`src/dfpe_pkg.sv`:
```
// ----------------------------------------------------------------------------
// dfpe_pkg
// Shared codes, types and helpers for the display frame protocol engine.
// ----------------------------------------------------------------------------
package dfpe_pkg;

    // framing bytes
    localparam logic [7:0] ACK_BYTE   = 8'h06;
    localparam logic [7:0] DC1_BYTE   = 8'h11;
    localparam logic [7:0] DC2_BYTE   = 8'h12;
    localparam logic [7:0] ESC_BYTE   = 8'h1B;
    localparam logic [7:0] ONE_BYTE   = 8'h01;
    localparam logic [7:0] REQ_S_BYTE = 8'h53;

    // sum of DC1, ESC and the one added to the length byte; the payload length adds on top
    localparam logic [7:0] WR_HDR_SUM = 8'h2D;
    // sum of the fixed read request 12 01 53
    localparam logic [7:0] RD_REQ_SUM = 8'h66;

    // host commands
    localparam logic [1:0] CMD_START_WRITE = 2'd0;
    localparam logic [1:0] CMD_WRITE_BYTE  = 2'd1;
    localparam logic [1:0] CMD_START_READ  = 2'd2;
    localparam logic [1:0] CMD_RX_BYTE     = 2'd3;

    // result kinds
    localparam logic [1:0] KIND_TX     = 2'd0;
    localparam logic [1:0] KIND_DATA   = 2'd1;
    localparam logic [1:0] KIND_STATUS = 2'd2;

    // protocol phases
    localparam logic [3:0] PH_IDLE      = 4'd0;
    localparam logic [3:0] PH_W_PAYLOAD = 4'd1;
    localparam logic [3:0] PH_W_ACK     = 4'd2;
    localparam logic [3:0] PH_R_ACK     = 4'd3;
    localparam logic [3:0] PH_R_DC1     = 4'd4;
    localparam logic [3:0] PH_R_LEN     = 4'd5;
    localparam logic [3:0] PH_R_DATA    = 4'd6;
    localparam logic [3:0] PH_R_SUM     = 4'd7;

    localparam int MAX_RES = 4;

    typedef struct packed {
        logic [1:0] kind;
        logic [7:0] data;
        logic       err;
    } t_res;

    // all words caused by one input item
    typedef struct packed {
        logic [2:0]             cnt;
        t_res [MAX_RES-1:0]     res;
    } t_batch;

    function automatic t_res mk_res(input logic [1:0] kind, input logic [7:0] data,
                                    input logic err);
        t_res r;
        r.kind = kind;
        r.data = data;
        r.err  = err;
        return r;
    endfunction

endpackage

```
`src/dfpe_core.sv`:
```
// ----------------------------------------------------------------------------
// dfpe_core
// Protocol state and per-item framing/deframing logic. Produces the full
// batch of result words for the item presented on the input.
// ----------------------------------------------------------------------------
module dfpe_core import dfpe_pkg::*; (
    input  logic       i_clk,
    input  logic       i_rst_n,
    input  logic       i_take,
    input  logic [1:0] i_cmd,
    input  logic [7:0] i_byte,
    input  logic [7:0] i_plen,
    input  logic       i_has,
    output t_batch     o_batch
);

    logic [3:0] r_phase, n_phase;
    logic [7:0] r_sum,   n_sum;
    logic [7:0] r_len,   n_len;
    logic [7:0] r_count, n_count;

    logic       bad;
    logic [7:0] sum_b;
    logic [7:0] count_inc;
    t_batch     batch;

    assign sum_b     = r_sum + i_byte;
    assign count_inc = r_count + 8'd1;

    always_comb begin
        n_phase = r_phase;
        n_sum   = r_sum;
        n_len   = r_len;
        n_count = r_count;
        bad     = 1'b0;
        batch   = '0;
        case (r_phase)
            PH_IDLE: begin
                if (i_cmd == CMD_START_WRITE) begin
                    batch.res[0] = mk_res(KIND_TX, DC1_BYTE, 1'b0);
                    batch.res[1] = mk_res(KIND_TX, i_plen + 8'd1, 1'b0);
                    batch.res[2] = mk_res(KIND_TX, ESC_BYTE, 1'b0);
                    n_sum   = i_plen + WR_HDR_SUM;
                    n_len   = i_plen;
                    n_count = '0;
                    if (i_plen == 8'd0) begin
                        batch.res[3] = mk_res(KIND_TX, WR_HDR_SUM, 1'b0);
                        batch.cnt    = 3'd4;
                        n_phase      = PH_W_ACK;
                    end else begin
                        batch.cnt = 3'd3;
                        n_phase   = PH_W_PAYLOAD;
                    end
                end else if (i_cmd == CMD_START_READ) begin
                    if (!i_has) begin
                        bad = 1'b1;
                    end else begin
                        batch.res[0] = mk_res(KIND_TX, DC2_BYTE, 1'b0);
                        batch.res[1] = mk_res(KIND_TX, ONE_BYTE, 1'b0);
                        batch.res[2] = mk_res(KIND_TX, REQ_S_BYTE, 1'b0);
                        batch.res[3] = mk_res(KIND_TX, RD_REQ_SUM, 1'b0);
                        batch.cnt    = 3'd4;
                        n_sum        = RD_REQ_SUM;
                        n_phase      = PH_R_ACK;
                    end
                end else begin
                    bad = 1'b1;
                end
            end
            PH_W_PAYLOAD: begin
                if (i_cmd == CMD_WRITE_BYTE) begin
                    batch.res[0] = mk_res(KIND_TX, i_byte, 1'b0);
                    n_sum   = sum_b;
                    n_count = count_inc;
                    if (count_inc == r_len) begin
                        batch.res[1] = mk_res(KIND_TX, sum_b, 1'b0);
                        batch.cnt    = 3'd2;
                        n_phase      = PH_W_ACK;
                    end else begin
                        batch.cnt = 3'd1;
                    end
                end else begin
                    bad = 1'b1;
                end
            end
            PH_W_ACK: begin
                if (i_cmd == CMD_RX_BYTE) begin
                    batch.res[0] = mk_res(KIND_STATUS, 8'd0, i_byte != ACK_BYTE);
                    batch.cnt    = 3'd1;
                    n_phase      = PH_IDLE;
                end else begin
                    bad = 1'b1;
                end
            end
            PH_R_ACK: begin
                if (i_cmd == CMD_RX_BYTE && i_byte == ACK_BYTE) begin
                    n_sum   = '0;
                    n_phase = PH_R_DC1;
                end else begin
                    bad = 1'b1;
                end
            end
            PH_R_DC1: begin
                if (i_cmd == CMD_RX_BYTE) begin
                    n_sum = sum_b;
                    if (i_byte == DC1_BYTE) begin
                        n_phase = PH_R_LEN;
                    end else begin
                        bad = 1'b1;
                    end
                end else begin
                    bad = 1'b1;
                end
            end
            PH_R_LEN: begin
                if (i_cmd == CMD_RX_BYTE) begin
                    n_sum   = sum_b;
                    n_len   = i_byte;
                    n_count = '0;
                    n_phase = (i_byte == 8'd0) ? PH_R_SUM : PH_R_DATA;
                end else begin
                    bad = 1'b1;
                end
            end
            PH_R_DATA: begin
                if (i_cmd == CMD_RX_BYTE) begin
                    batch.res[0] = mk_res(KIND_DATA, i_byte, 1'b0);
                    batch.cnt    = 3'd1;
                    n_sum        = sum_b;
                    n_count      = count_inc;
                    if (count_inc == r_len) begin
                        n_phase = PH_R_SUM;
                    end
                end else begin
                    bad = 1'b1;
                end
            end
            PH_R_SUM: begin
                if (i_cmd == CMD_RX_BYTE) begin
                    if (i_byte == r_sum) begin
                        batch.res[0] = mk_res(KIND_STATUS, r_len, 1'b0);
                    end else begin
                        batch.res[0] = mk_res(KIND_STATUS, 8'd0, 1'b1);
                    end
                    batch.cnt = 3'd1;
                    n_phase   = PH_IDLE;
                end else begin
                    bad = 1'b1;
                end
            end
            default: begin
                bad = 1'b1;
            end
        endcase
        // unexpected item: single error status, back to idle
        if (bad) begin
            batch.res    = '0;
            batch.res[0] = mk_res(KIND_STATUS, 8'd0, 1'b1);
            batch.cnt    = 3'd1;
            n_phase      = PH_IDLE;
        end
    end

    assign o_batch = batch;

    always_ff @(posedge i_clk) begin
        if (!i_rst_n) begin
            r_phase <= PH_IDLE;
            r_sum   <= '0;
            r_len   <= '0;
            r_count <= '0;
        end else if (i_take) begin
            r_phase <= n_phase;
            r_sum   <= n_sum;
            r_len   <= n_len;
            r_count <= n_count;
        end
    end

    a_phase_known: assert property (@(posedge i_clk) disable iff (!i_rst_n)
        r_phase <= PH_R_SUM)
        else $error("phase register left the defined range");

    a_err_idle: assert property (@(posedge i_clk) disable iff (!i_rst_n)
        i_take && batch.res[0].kind == KIND_STATUS |=> r_phase == PH_IDLE)
        else $error("status emitted without returning to idle");

endmodule

```
`src/dfpe_ser.sv`:
```
// ----------------------------------------------------------------------------
// dfpe_ser
// Result register bank: holds the words of one item and hands them out one
// word per cycle while the receiver is ready. Takes the next batch as the last word leaves.
// ----------------------------------------------------------------------------
module dfpe_ser import dfpe_pkg::*; (
    input  logic       i_clk,
    input  logic       i_rst_n,
    input  logic       i_load,
    input  t_batch     i_batch,
    input  logic       i_m_tready,
    output logic       o_room,
    output logic       o_m_tvalid,
    output t_res       o_word,
    output logic       o_m_tlast
);

    t_res [MAX_RES-1:0] r_buf;
    logic [2:0]         r_cnt, n_cnt;
    logic [1:0]         r_idx, n_idx;

    logic last_word;
    logic take;

    assign o_m_tvalid = (r_cnt != 3'd0);
    assign last_word  = ({1'b0, r_idx} == (r_cnt - 3'd1));
    assign take       = o_m_tvalid && i_m_tready;
    assign o_room     = !o_m_tvalid || (take && last_word);
    assign o_word     = r_buf[r_idx];
    assign o_m_tlast  = last_word;

    always_comb begin
        n_cnt = r_cnt;
        n_idx = r_idx;
        if (i_load) begin
            n_cnt = i_batch.cnt;
            n_idx = '0;
        end else if (take) begin
            if (last_word) begin
                n_cnt = '0;
                n_idx = '0;
            end else begin
                n_idx = r_idx + 2'd1;
            end
        end
    end

    always_ff @(posedge i_clk) begin
        if (!i_rst_n) begin
            r_cnt <= '0;
            r_idx <= '0;
        end else begin
            r_cnt <= n_cnt;
            r_idx <= n_idx;
        end
    end

    always_ff @(posedge i_clk) begin
        if (i_load) begin
            r_buf <= i_batch.res;
        end
    end

    a_cnt_range: assert property (@(posedge i_clk) disable iff (!i_rst_n)
        r_cnt <= 3'd4)
        else $error("word count out of range");

    a_idx_in_batch: assert property (@(posedge i_clk) disable iff (!i_rst_n)
        o_m_tvalid |-> ({1'b0, r_idx} < r_cnt))
        else $error("read index beyond loaded words");

    a_no_overwrite: assert property (@(posedge i_clk) disable iff (!i_rst_n)
        i_load |-> (!o_m_tvalid || (take && last_word)))
        else $error("batch loaded over undelivered words");

    a_stall_holds: assert property (@(posedge i_clk) disable iff (!i_rst_n)
        o_m_tvalid && !i_m_tready |=> $stable(r_idx) && $stable(r_cnt))
        else $error("word position moved during stall");

endmodule

```
`src/display_frame_protocol_engine.sv`:
```
// ----------------------------------------------------------------------------
// display_frame_protocol_engine
// DC1/DC2 framed display link engine with 8-bit sum checksum.
// The first result word of an item is on the output the cycle after the
//   item is accepted; its words follow one per cycle while the receiver is ready.
// A new item is taken as the last word of the previous one leaves, or at once if the
//   bank is empty, so up to one item per cycle while the receiver is ready.
// Reset (i_rst_n low, synchronous): phase idle, sum/length/count cleared,
//   result bank emptied.
// ----------------------------------------------------------------------------
module display_frame_protocol_engine import dfpe_pkg::*; (
    input  logic        i_clk,
    input  logic        i_rst_n,
    input  logic        i_s_tvalid,
    output logic        o_s_tready,
    // [7:0] data_byte, [15:8] payload_length, [16] display_has_data, [23:17] zero
    input  logic [23:0] i_s_tdata,
    // [1:0] command
    input  logic [1:0]  i_s_tuser,
    output logic        o_m_tvalid,
    input  logic        i_m_tready,
    // [7:0] result_byte
    output logic [7:0]  o_m_tdata,
    // [1:0] result_kind, [2] error_flag
    output logic [2:0]  o_m_tuser,
    output logic        o_m_tlast
);

    logic   room;
    logic   take_in;
    t_batch batch;
    t_res   word;

    assign o_s_tready = room;
    assign take_in    = i_s_tvalid && room;

    dfpe_core u_core (
        .i_clk   (i_clk),
        .i_rst_n (i_rst_n),
        .i_take  (take_in),
        .i_cmd   (i_s_tuser),
        .i_byte  (i_s_tdata[7:0]),
        .i_plen  (i_s_tdata[15:8]),
        .i_has   (i_s_tdata[16]),
        .o_batch (batch)
    );

    dfpe_ser u_ser (
        .i_clk      (i_clk),
        .i_rst_n    (i_rst_n),
        .i_load     (take_in),
        .i_batch    (batch),
        .i_m_tready (i_m_tready),
        .o_room     (room),
        .o_m_tvalid (o_m_tvalid),
        .o_word     (word),
        .o_m_tlast  (o_m_tlast)
    );

    assign o_m_tdata = word.data;
    assign o_m_tuser = {word.err, word.kind};

endmodule

```
`config.mk`:
```
export PLATFORM = sky130hd
export DESIGN_NAME = display_frame_protocol_engine
export DESIGN_NICKNAME = d
export VERILOG_FILES = /design/src/dfpe_pkg.sv /design/src/dfpe_core.sv /design/src/dfpe_ser.sv /design/src/display_frame_protocol_engine.sv
export SDC_FILE = /design/constraint.sdc
export NUM_CORES = 1
export LEC_CHECK = 0
export BUFFER_PORTS_ARGS = -buffer_cell sky130_fd_sc_hd__buf_4
export CAP_MARGIN = 20
export CORE_ASPECT_RATIO = 0.9
export CORE_MARGIN = 2
export CORE_UTILIZATION = 50
export CTS_BUF_LIST = sky130_fd_sc_hd__clkbuf_8 sky130_fd_sc_hd__clkbuf_16
export CTS_CLUSTER_DIAMETER = 40
export DETAILED_ROUTE_END_ITERATION = 8
export PLACE_DENSITY = 0.7
export SKIP_CTS_REPAIR_TIMING = 1
export SLEW_MARGIN = 20
export SYNTH_ARGS = -nofsm -noshare
export SYNTH_HDL_FRONTEND = slang
export SYNTH_SLANG_ARGS = --single-unit
```
`constraint.sdc`:
```
create_clock -name i_clk -period 3.1 [get_ports i_clk]
set_input_delay 0 -clock i_clk [delete_from_list [all_inputs] [get_ports i_clk]]
set_output_delay 0 -clock i_clk [all_outputs]
set_load 0.005 [all_outputs]
```
Word-level counts from Yosys, hierarchy flattened --
Index checks and enable logic that the tools add are counted. W data, S select, Z words.
Word-level totals: logic and storage cells 158, register bits 77, input port bits 30, output and inout port bits 14
Cells by class: eq/ne operators 35, mux-type cells 65, magnitude comparators 1, reduce and logical (&&, ||, !) cells 29, add/sub/neg operators 6, bitwise gates (word level) 3
Operators with widths (count):
- $mux W47 | 4
- $mux W8 | 12
- $pmux W8 S4 | 2
- $pmux W11 S5 | 1
- $mux W4 | 13
- $mux W22 | 2
- $mux W11 | 3
- $ne A3 B1 Y1 const B | 10
- $pmux W4 S7 | 1
- $bmux W11 S2 | 1
- $pmux W11 S2 | 1
- $mux W9 | 2
- $add A8 B1 Y8 const B | 2
- $eq A4 B3 Y1 const B | 4
- $eq A8 B8 Y1 | 2
- $logic_not A8 Y1 | 2
- $pmux W8 S2 | 1
- $reduce_and A13 Y1 | 1
- $mux W3 | 4
- $ne A2 B1 Y1 const B | 6
- $mux W1 | 10
- $mux W10 | 1
- $pmux W3 S3 | 1
- $add A8 B6 Y8 const B | 1
- other kinds (35) | 52

Logic depth before layout (Yosys ltp) --
Gate-level depths: netlist of the first run.
depth after elaboration 7, depth in mapped cells 11, mapped depth without buffers 9

Modules after synthesis --
A second synthesis of the first run with hierarchy kept.
Unflattened totals: cells, all modules 462, area total of the unflattened synthesis 4745.8 um2
Modules (own cells, without submodules):
- dfpe_core | instances 1, cells an instance 367, area an instance 2807.7 um2, sequential area each 540.5 um2
- dfpe_ser | instances 1, cells an instance 94, area an instance 1931.9 um2, sequential area each 1421.4 um2
- display_frame_protocol_engine | instances 1, cells an instance 1, area an instance 6.3 um2, sequential area each 0.0 um2

Least setup slack after synthesis of the first run --
OpenSTA, ideal clock, no wires.
path kind register to register, from register u_ser.r_cnt[0], to register u_core.r_count[1], buffers on the path 1, period minus slack after synthesis 2.435 ns, arrival 2.365 ns, library setup time 0.070 ns, data required time 3.030 ns, stages on the path, launching flop included 11, path slack 0.665 ns, cells stage by stage dfxtp_1 -> inv_1 -> ha_1 -> xnor2_1 -> o41ai_4 -> nand2_2 -> clkinv_2 -> o21ai_2 -> buf_2 -> or3b_1 -> a21boi_1
On the way: word-level cells in the longest chain between the ends 6, elaborated cells between the ends (all ways) 9, those cells by class add/sub (1); eq/ne (1); reduce/logical (7)
RTL lines:
- start, declared | RTL line dfpe_ser.sv:19 | logic [2:0] r_cnt, n_cnt;
- start signal, assigned | RTL line dfpe_ser.sv:53 | r_cnt <= n_cnt;
- $sub A3 B1 Y3 / $reduce_bool A3 Y1 (equally long branches) | RTL line dfpe_ser.sv:26, dfpe_ser.sv:25
- $eq A2 B3 Y1 / $logic_and A1 B1 Y1 (equally long branches) | RTL line dfpe_ser.sv:26, dfpe_ser.sv:27
- $logic_and A1 B1 Y1 | RTL line dfpe_ser.sv:28 | assign o_room = !o_m_tvalid || (take && last_word);
- $logic_or A1 B1 Y1 (*) | RTL line dfpe_ser.sv:28
- net o_s_tready | RTL line display_frame_protocol_engine.sv:15 | output logic o_s_tready,
- $logic_and A1 B1 Y1 (*) | RTL line display_frame_protocol_engine.sv:35 | assign take_in = i_s_tvalid && room;
- net take_in | RTL line display_frame_protocol_engine.sv:30 | logic take_in;
- $reduce_and A6 Y1 (no line) (*)
- end signal, assigned | RTL line dfpe_core.sv:176 | r_count <= n_count;
- end, declared | RTL line dfpe_core.sv:20 | logic [7:0] r_count, n_count;
Mark *: on every way through the listed nets, which the timed path passes. The rest lies on a longest branch. A chain may end at the register's enable or synchronous reset.

Worst setup path after layout of the first run --
from register u_core.r_count[0], to register u_ser.r_cnt[0]
On the way: word-level cells in the longest chain between the ends 7
RTL lines:
- $add A8 B1 Y8 | RTL line dfpe_core.sv:28 | assign count_inc = r_count + 8'd1;
- $eq A8 B8 Y1 | RTL line dfpe_core.sv:75 | if (count_inc == r_len) begin
- $mux W2 | RTL line dfpe_core.sv:75
- $mux W2 | RTL line dfpe_core.sv:71 | if (i_cmd == CMD_WRITE_BYTE) begin
- $pmux W3 S3 | RTL line dfpe_core.sv:37 | case (r_phase)
- $mux W47 | RTL line dfpe_core.sv:156 | if (bad) begin
- $mux W3 | RTL line dfpe_ser.sv:35 | if (i_load) begin
No other way between the ends.

==> results of run 1 <==
-- placed cells by master, fill, tap and decap left out, types with 3 or more instances in the layout --
master	n
xnor2_1	16
and2_1	11
nor2b_1	12
or2_2	3
nand4_1	3
a21o_1	4
mux2i_1	10
a211o_1	3
or4_1	6
o211a_1	13
and3_1	5
or3_1	6
nand2_1	32
a31oi_1	8
inv_1	17
ha_1	12
clkbuf_8	9
a222oi_1	3
a22o_1	7
nor2_1	22
dfxtp_1	32
o21ai_0	26
o21a_1	4
mux4_2	4
xor2_1	15
nor3_1	10
o22ai_1	7
a21oi_1	20
buf_4	45
o211ai_1	3
edfxtp_1	25
nand2b_1	3
a21boi_1	9
nand3_1	18
-- cell usage after synthesis, types with 5 or more instances --
library cell,number,area (um2)
dfxtp_1,32,641
nand2_1,32,120
o21ai_0,26,130
edfxtp_1,25,751
clkbuf_1,23,86.3
nor2_1,22,82.6
a21oi_1,20,100
nand3_1,18,90.1
inv_1,17,63.8
xnor2_1,16,140
xor2_1,15,131
o211a_1,13,130
ha_1,12,150
nor2b_1,12,75.1
and2_1,11,68.8
mux2i_1,10,100
nor3_1,10,50.1
a21boi_1,9,67.6
a31oi_1,8,50.1
a22o_1,7,61.3
o22ai_1,7,43.8
or3_1,6,37.5
or4_1,6,45.0
and3_1,5,31.3
buf_2,5,25.0
-- final timing paths --
path / start / end / slack, ns / cells past startpoint
setup / recovery: u_core.r_count[0] / u_ser.r_cnt[0] / 0.42 / 7
hold / removal: i_m_tready / u_ser.r_cnt[2] / 0.04 / 4
setup reg to reg: u_core.r_count[0] / u_ser.r_cnt[0] / 0.42 / 7
hold reg to reg: u_ser.r_cnt[1] / u_ser.r_cnt[1] / 0.47 / 2
-- cell type report --
type	instances	area (um2)
fillers	710	3360
multi-input cells	342	2480
flip-flops and latches	57	1390
repair buffers	45	338
clock buffers	9	124
well taps	99	124
clock inverters	7	71.3
inverters	18	68.8
-- per-layer routing --
metal,vias to the layer above,routed length (um),global-route usage
li1,1729,-,-
met1,1694,4860,0.331
met2,137,4640,0.398
met3,22,734,0.0453
met4,0,244,0.0946
met5,-,0,0
-- worst reg2reg max path: stages (launching register included) --
cell and delay [ns]:
dfxtp_1 0.41, ha_1 0.31, nand3_1 0.18, or3_1 0.40, o22a_1 0.20, a31oi_2 0.45
a21boi_1 0.19, o41a_1 0.44
-- stage by stage --
step	util	hold WS [ns]	std cells
2_1_floorplan	-	0.159	446
3_3_place_gp	0.553	0.397	561
3_5_place_dp	0.553	0.397	561
4_1_cts	0.578	0.0397	577
5_1_grt	0.578	0.0483	577
6_report	0.578	0.0445	577
-- where the power goes --
part | internal, W | total, W | switching (W) | leakage (nW)
Sequential | 0.000845 | 0.000877 | 0.0000317 | 0.508
Combinational | 0.000196 | 0.000454 | 0.000258 | 1.32
Clock | 0.000369 | 0.000696 | 0.000327 | 0.0929
-- state kept, by name, summed over array words and instances, names as in the netlist --
name            cells
u_ser.r_idx         2
u_ser.r_cnt         3
u_core.r_phase      3
u_core.r_len        8
u_core.r_sum        8
u_core.r_count      8
u_ser.r_buf        25
-- cells by family (layout without fill, tap and decap cells) --
kind of cell	after synthesis	in the layout	synth area share
AND/OR/NAND/NOR	148	148	0.202
AO/OA/AOI/OAI	136	136	0.253
flip-flops	57	57	0.343
buffers and inverters	47	79	0.0463
XOR/XNOR	31	31	0.0670
multiplexers	14	14	0.0469
adder cells (fa/ha/maj)	13	13	0.0420
==> run_results.csv, run 1 <==
group,metric,value,unit
floorplanning,start_util,0.510,
run,maxCapViolations,0,
global_route,grtUsageTotal,0.246,
finish,final_area,0.00459,mm2
timing,rsz0062_at_grt,"false",
setup_path,crit_arrival,2.91,ns
floorplanning,die-height,89.4,um
placed_design,post_dp_cell_area,0.00440,mm2
finish,antenna_cells,0,
timing,worst_slack,0.417,ns
placed_design,dp_slack,0.485,ns
yosys,synth_area_per_cell,9.09,um2
yosys,syn_nets,489,
route,wl_per_cell,18.2,um
power_and_ir_drop,power_density,441,mW/mm2
route,dr.pass1.iters,6,
timing,worst_pin_slew,0.927,ns
timing,hold_viol,0,
finish,drive_gt1_frac,0.172,
power_and_ir_drop,total_power,0.00203,W
yosys,synth.cell_area,0.00406,mm2
floorplanning,die_w,98.9,um
finish,area_growth,13.3,%
clock_tree,numCtsBuffers,9,
route,initialDrtViolationCount,273,
setup_path,required,3.33,ns
yosys,synth_top_flop_cell,"dfxtp_1",
floorplanning,die-area,0.00885,mm2
route,drt-total-wl,10500,um
placed_design,numPortBuffers,36,
timing,min_period_over_period,0.865,
placed_design,hpwl,7760,um
clock_tree,ctsHtreeMaxLevel,3,
setup_path,crit_type,"reg2reg",
timing,setup-tns-final,0,ns
global_route,grt_pass1_wl,16900,um
floorplanning,io_pins,44,
global_route,antenna_found_initial,0,
setup_path,critPathLaunchType,"register",
clock_tree,clk_pin_slew,0.07,ns
floorplanning,core_area,0.00795,mm2
floorplanning,core.rowCount,31,
yosys,synth_edf_count,25,
clock_tree,clockRootBuffer,"clkbuf_8",
yosys,ys.warnings.count,0,
timing,fmax,0.373,GHz
yosys,synthCells,446,
finish,nets,516,
yosys,yosys.cell_types.count,76,
setup_path,critical_path.top_delay_family,"compound AO/OA/AOI/OAI gates",
timing,skew,0.00941,ns
clock_tree,cts_tree,"yes",
hold_path,hold_path.class,"in2reg",
power_and_ir_drop,ir_worst_vdd,0.302,mV
setup_path,worst-path-buf-inv,0,
route,num_vias,3582,
clock_tree,clock_latency,0.34,ns
global_route,first_global_vias,3358,
route,drt-vias-per-instance,6.21,
yosys,ys_ff_latch,57,
setup_path,path_max_fanout,7,
placed_design,gp_congestion,0.951,
setup_path,crit_chain,"ha_1 > nand3_1 > or3_1 > o22a_1 > a31oi_2 > a21boi_1 > o41a_1",
setup_path,cpPeakStageDelay,0.45,ns
global_route,grt_max_degree,36,
run_status,status,"finished clean",
yosys,synth_async_sr_flop_share,0,
route,ant_nets,0,
route,route.detailed.drc,0,
clock_tree,clockBufferDepth,2,
power_and_ir_drop,power.leakage,1.92,nW
timing,period_minus_slack,2.68,ns
timing,relSlewSlack,0.382,
setup_path,cp_slowest_cell,"a31oi_2",
timing,slew_violations,0,
timing,setup_viol,0,
yosys,ys_seq_area_frac,0.343,
setup_path,end_kind,"register",
global_route,overflow,0,
clock_tree,clock-sinks,57,
Power figures use the tool's default switching activity.
==> run 2: changes to the inputs <==
--- a/config.mk
+++ b/config.mk
@@ -7,13 +7,15 @@
 export LEC_CHECK = 0
 export BUFFER_PORTS_ARGS = -buffer_cell sky130_fd_sc_hd__buf_4
 export CAP_MARGIN = 20
+export CELL_PAD_IN_SITES_DETAIL_PLACEMENT = 1
+export CELL_PAD_IN_SITES_GLOBAL_PLACEMENT = 1
 export CORE_ASPECT_RATIO = 0.9
 export CORE_MARGIN = 2
-export CORE_UTILIZATION = 50
+export CORE_UTILIZATION = 46
 export CTS_BUF_LIST = sky130_fd_sc_hd__clkbuf_8 sky130_fd_sc_hd__clkbuf_16
 export CTS_CLUSTER_DIAMETER = 40
 export DETAILED_ROUTE_END_ITERATION = 8
-export PLACE_DENSITY = 0.7
+export PLACE_DENSITY_LB_ADDON = 0.1
 export SKIP_CTS_REPAIR_TIMING = 1
 export SLEW_MARGIN = 20
 export SYNTH_ARGS = -nofsm -noshare
==> run_results.csv, run 2 (synthesis results as in run 1) <==
group,metric,value,unit
timing,fmax,0.361,GHz
floorplanning,die_w,103,um
finish,area_growth,14.1,%
floorplanning,start_util,0.473,
run,maxCapViolations,0,
timing,skew,0.0110,ns
finish,largest_register,"u_ser.r_buf",
global_route,grt_pass1_wl,19500,um
global_route,use_met1,0.377,
timing,hold_viol,0,
run_status,status,"finished clean",
route,dr.pass1.iters,6,
setup_path,crit_type,"reg2reg",
finish,layout_commonest_cell,"buf_4",
finish,largest_register_ffs,25,
timing,setup-tns-final,0,ns
global_route,grt_use_met2,0.423,
finish,nets,518,
global_route,use_met3,0.0478,
setup_path,crit_arrival,2.95,ns
setup_path,reg2regPathDepth,7,
timing,setup_viol,0,
clock_tree,clk_pin_slew,0.07,ns
route,drt-vias-per-instance,6.13,
placed_design,numPortBuffers,36,
floorplanning,core.rowCount,32,
clock_tree,numCtsBuffers,9,
setup_path,cpPeakStageDelay,0.46,ns
clock_tree,clockRootBuffer,"clkbuf_8",
placed_design,gp_congestion,0.915,
global_route,grt_max_degree,36,
timing,min_period_over_period,0.894,
timing,rsz0062_at_grt,"false",
global_route,first_global_vias,3635,
setup_path,path_max_fanout,7,
route,ant_nets,0,
setup_path,cp_slowest_cell,"a31oi_2",
clock_tree,clock-sinks,57,
timing,worst_pin_slew,0.945,ns
global_route,grtUsageTotal,0.268,
finish,fin_cells,599,
floorplanning,io_pins,44,
setup_path,required,3.28,ns
finish,utilization,0.540,
global_route,antenna_found_initial,0,
placed_design,hpwl,9100,um
hold_path,hold_depth,4,
clock_tree,clock_latency,0.35,ns
finish,layout_common_cells,"buf_4 (47), nand2_1 (32), dfxtp_1 (32), o21ai_0 (26), edfxtp_1 (25)",
global_route,overflow,0,
clock_tree,ctsHtreeMaxLevel,3,
power_and_ir_drop,ir_worst_vdd,0.270,mV
clock_tree,cts_tree,"yes",
hold_path,hold_path.class,"in2reg",
finish,drive_gt1_frac,0.173,
route,initialDrtViolationCount,267,
timing,period_minus_slack,2.77,ns
setup_path,crit_chain,"ha_1 > nand3_1 > or3_1 > o22a_1 > a31oi_2 > nand3_1 > o21ai_0",
timing,slew_violations,0,
timing,relSlewSlack,0.370,
finish,multi_input_area,0.00248,mm2
setup_path,critPathLaunchType,"register",
setup_path,end_kind,"register",
clock_tree,clockBufferDepth,2,
power_and_ir_drop,power_density,439,mW/mm2
floorplanning,die-height,93.1,um
hold_path,hp-start,"i_m_tready",
route,route.detailed.drc,0,
hold_path,hold_path_end,"u_ser.r_cnt[2]",
global_route,top_usage_layer,"met2",
setup_path,r2r_slack,0.33,ns
finish,antenna_cells,0,
finish,n_fill_cell,1022,
setup_path,reg2reg_to,"u_ser.r_buf[13]",
placed_design,numPlacedInstances,583,
power_and_ir_drop,power.leakage,1.93,nW
route,drt-total-wl,12100,um
finish,regArea,0.00139,mm2
floorplanning,die-area,0.00958,mm2
setup_path,path_common_cell,"nand3_1",
setup_path,rr_startpoint,"u_core.r_count[0]",
route,wl_per_cell,20.2,um
floorplanning,core_area,0.00857,mm2
route,num_vias,3669,
run 2: routing by layer:
| layer | vias up | part of all wire | wire [um] |
|---|---|---|---|
| met5 | - | 0 | 0 |
| met4 | 0 | 0.012 | 144 |
| met3 | 13 | 0.046 | 558 |
| met2 | 95 | 0.47 | 5690 |
| met1 | 1826 | 0.47 | 5710 |
| li1 | 1735 | - | - |
run 2: layout make-up:
class,instances,area share
Timing Repair Buffer,47,0.0763
Clock buffer,9,0.0268
Clock inverter,7,0.0138
Sequential cell,57,0.301
Multi-Input combinational cell,342,0.535
Tap cell,119,0.0322
Inverter,18,0.0149
run 2: power by group:
part	internal (W)	total [W]	switching [W]
clock	0.000363	0.000681	0.000317
combinational	0.000198	0.000469	0.000271
sequential	0.000845	0.000880	0.0000346
run 2: stage by stage:
step / cell area (um2) / total power (W) / hold slack (ns) / worst slack, ns
finish: 4630 / 0.00203 / 0.0395 / 0.327
detailed placement: 4440 / 0.00136 / 0.405 / 0.408
floorplan: 4060 / 0.00118 / 0.159 / 0.665
global route: 4630 / 0.00213 / 0.0483 / 0.133
CTS: 4630 / 0.00205 / 0.0329 / 0.359
global placement: 4440 / 0.00135 / 0.384 / 0.528
run 2: worst max path at each step:
stage / start / endpoint / cells after the start
after floorplan: u_ser.r_cnt[0] / u_core.r_count[1] / 10
after global placement: u_core.r_count[0] / u_ser.r_cnt[0] / 7
after detailed placement: u_core.r_count[0] / u_ser.r_buf[13] / 7
after CTS: u_core.r_count[0] / u_ser.r_buf[13] / 7
after global routing: u_core.r_count[0] / u_ser.r_buf[13] / 7
final: u_core.r_count[0] / u_ser.r_buf[13] / 7
run 2: worst max-delay path: cells and delay by family (launching register included):
kind | cells | cell delay [ns]
compound gates | 3 | 0.95
fa+ha+maj | 1 | 0.32
flops | 1 | 0.42
simple gates | 3 | 0.93
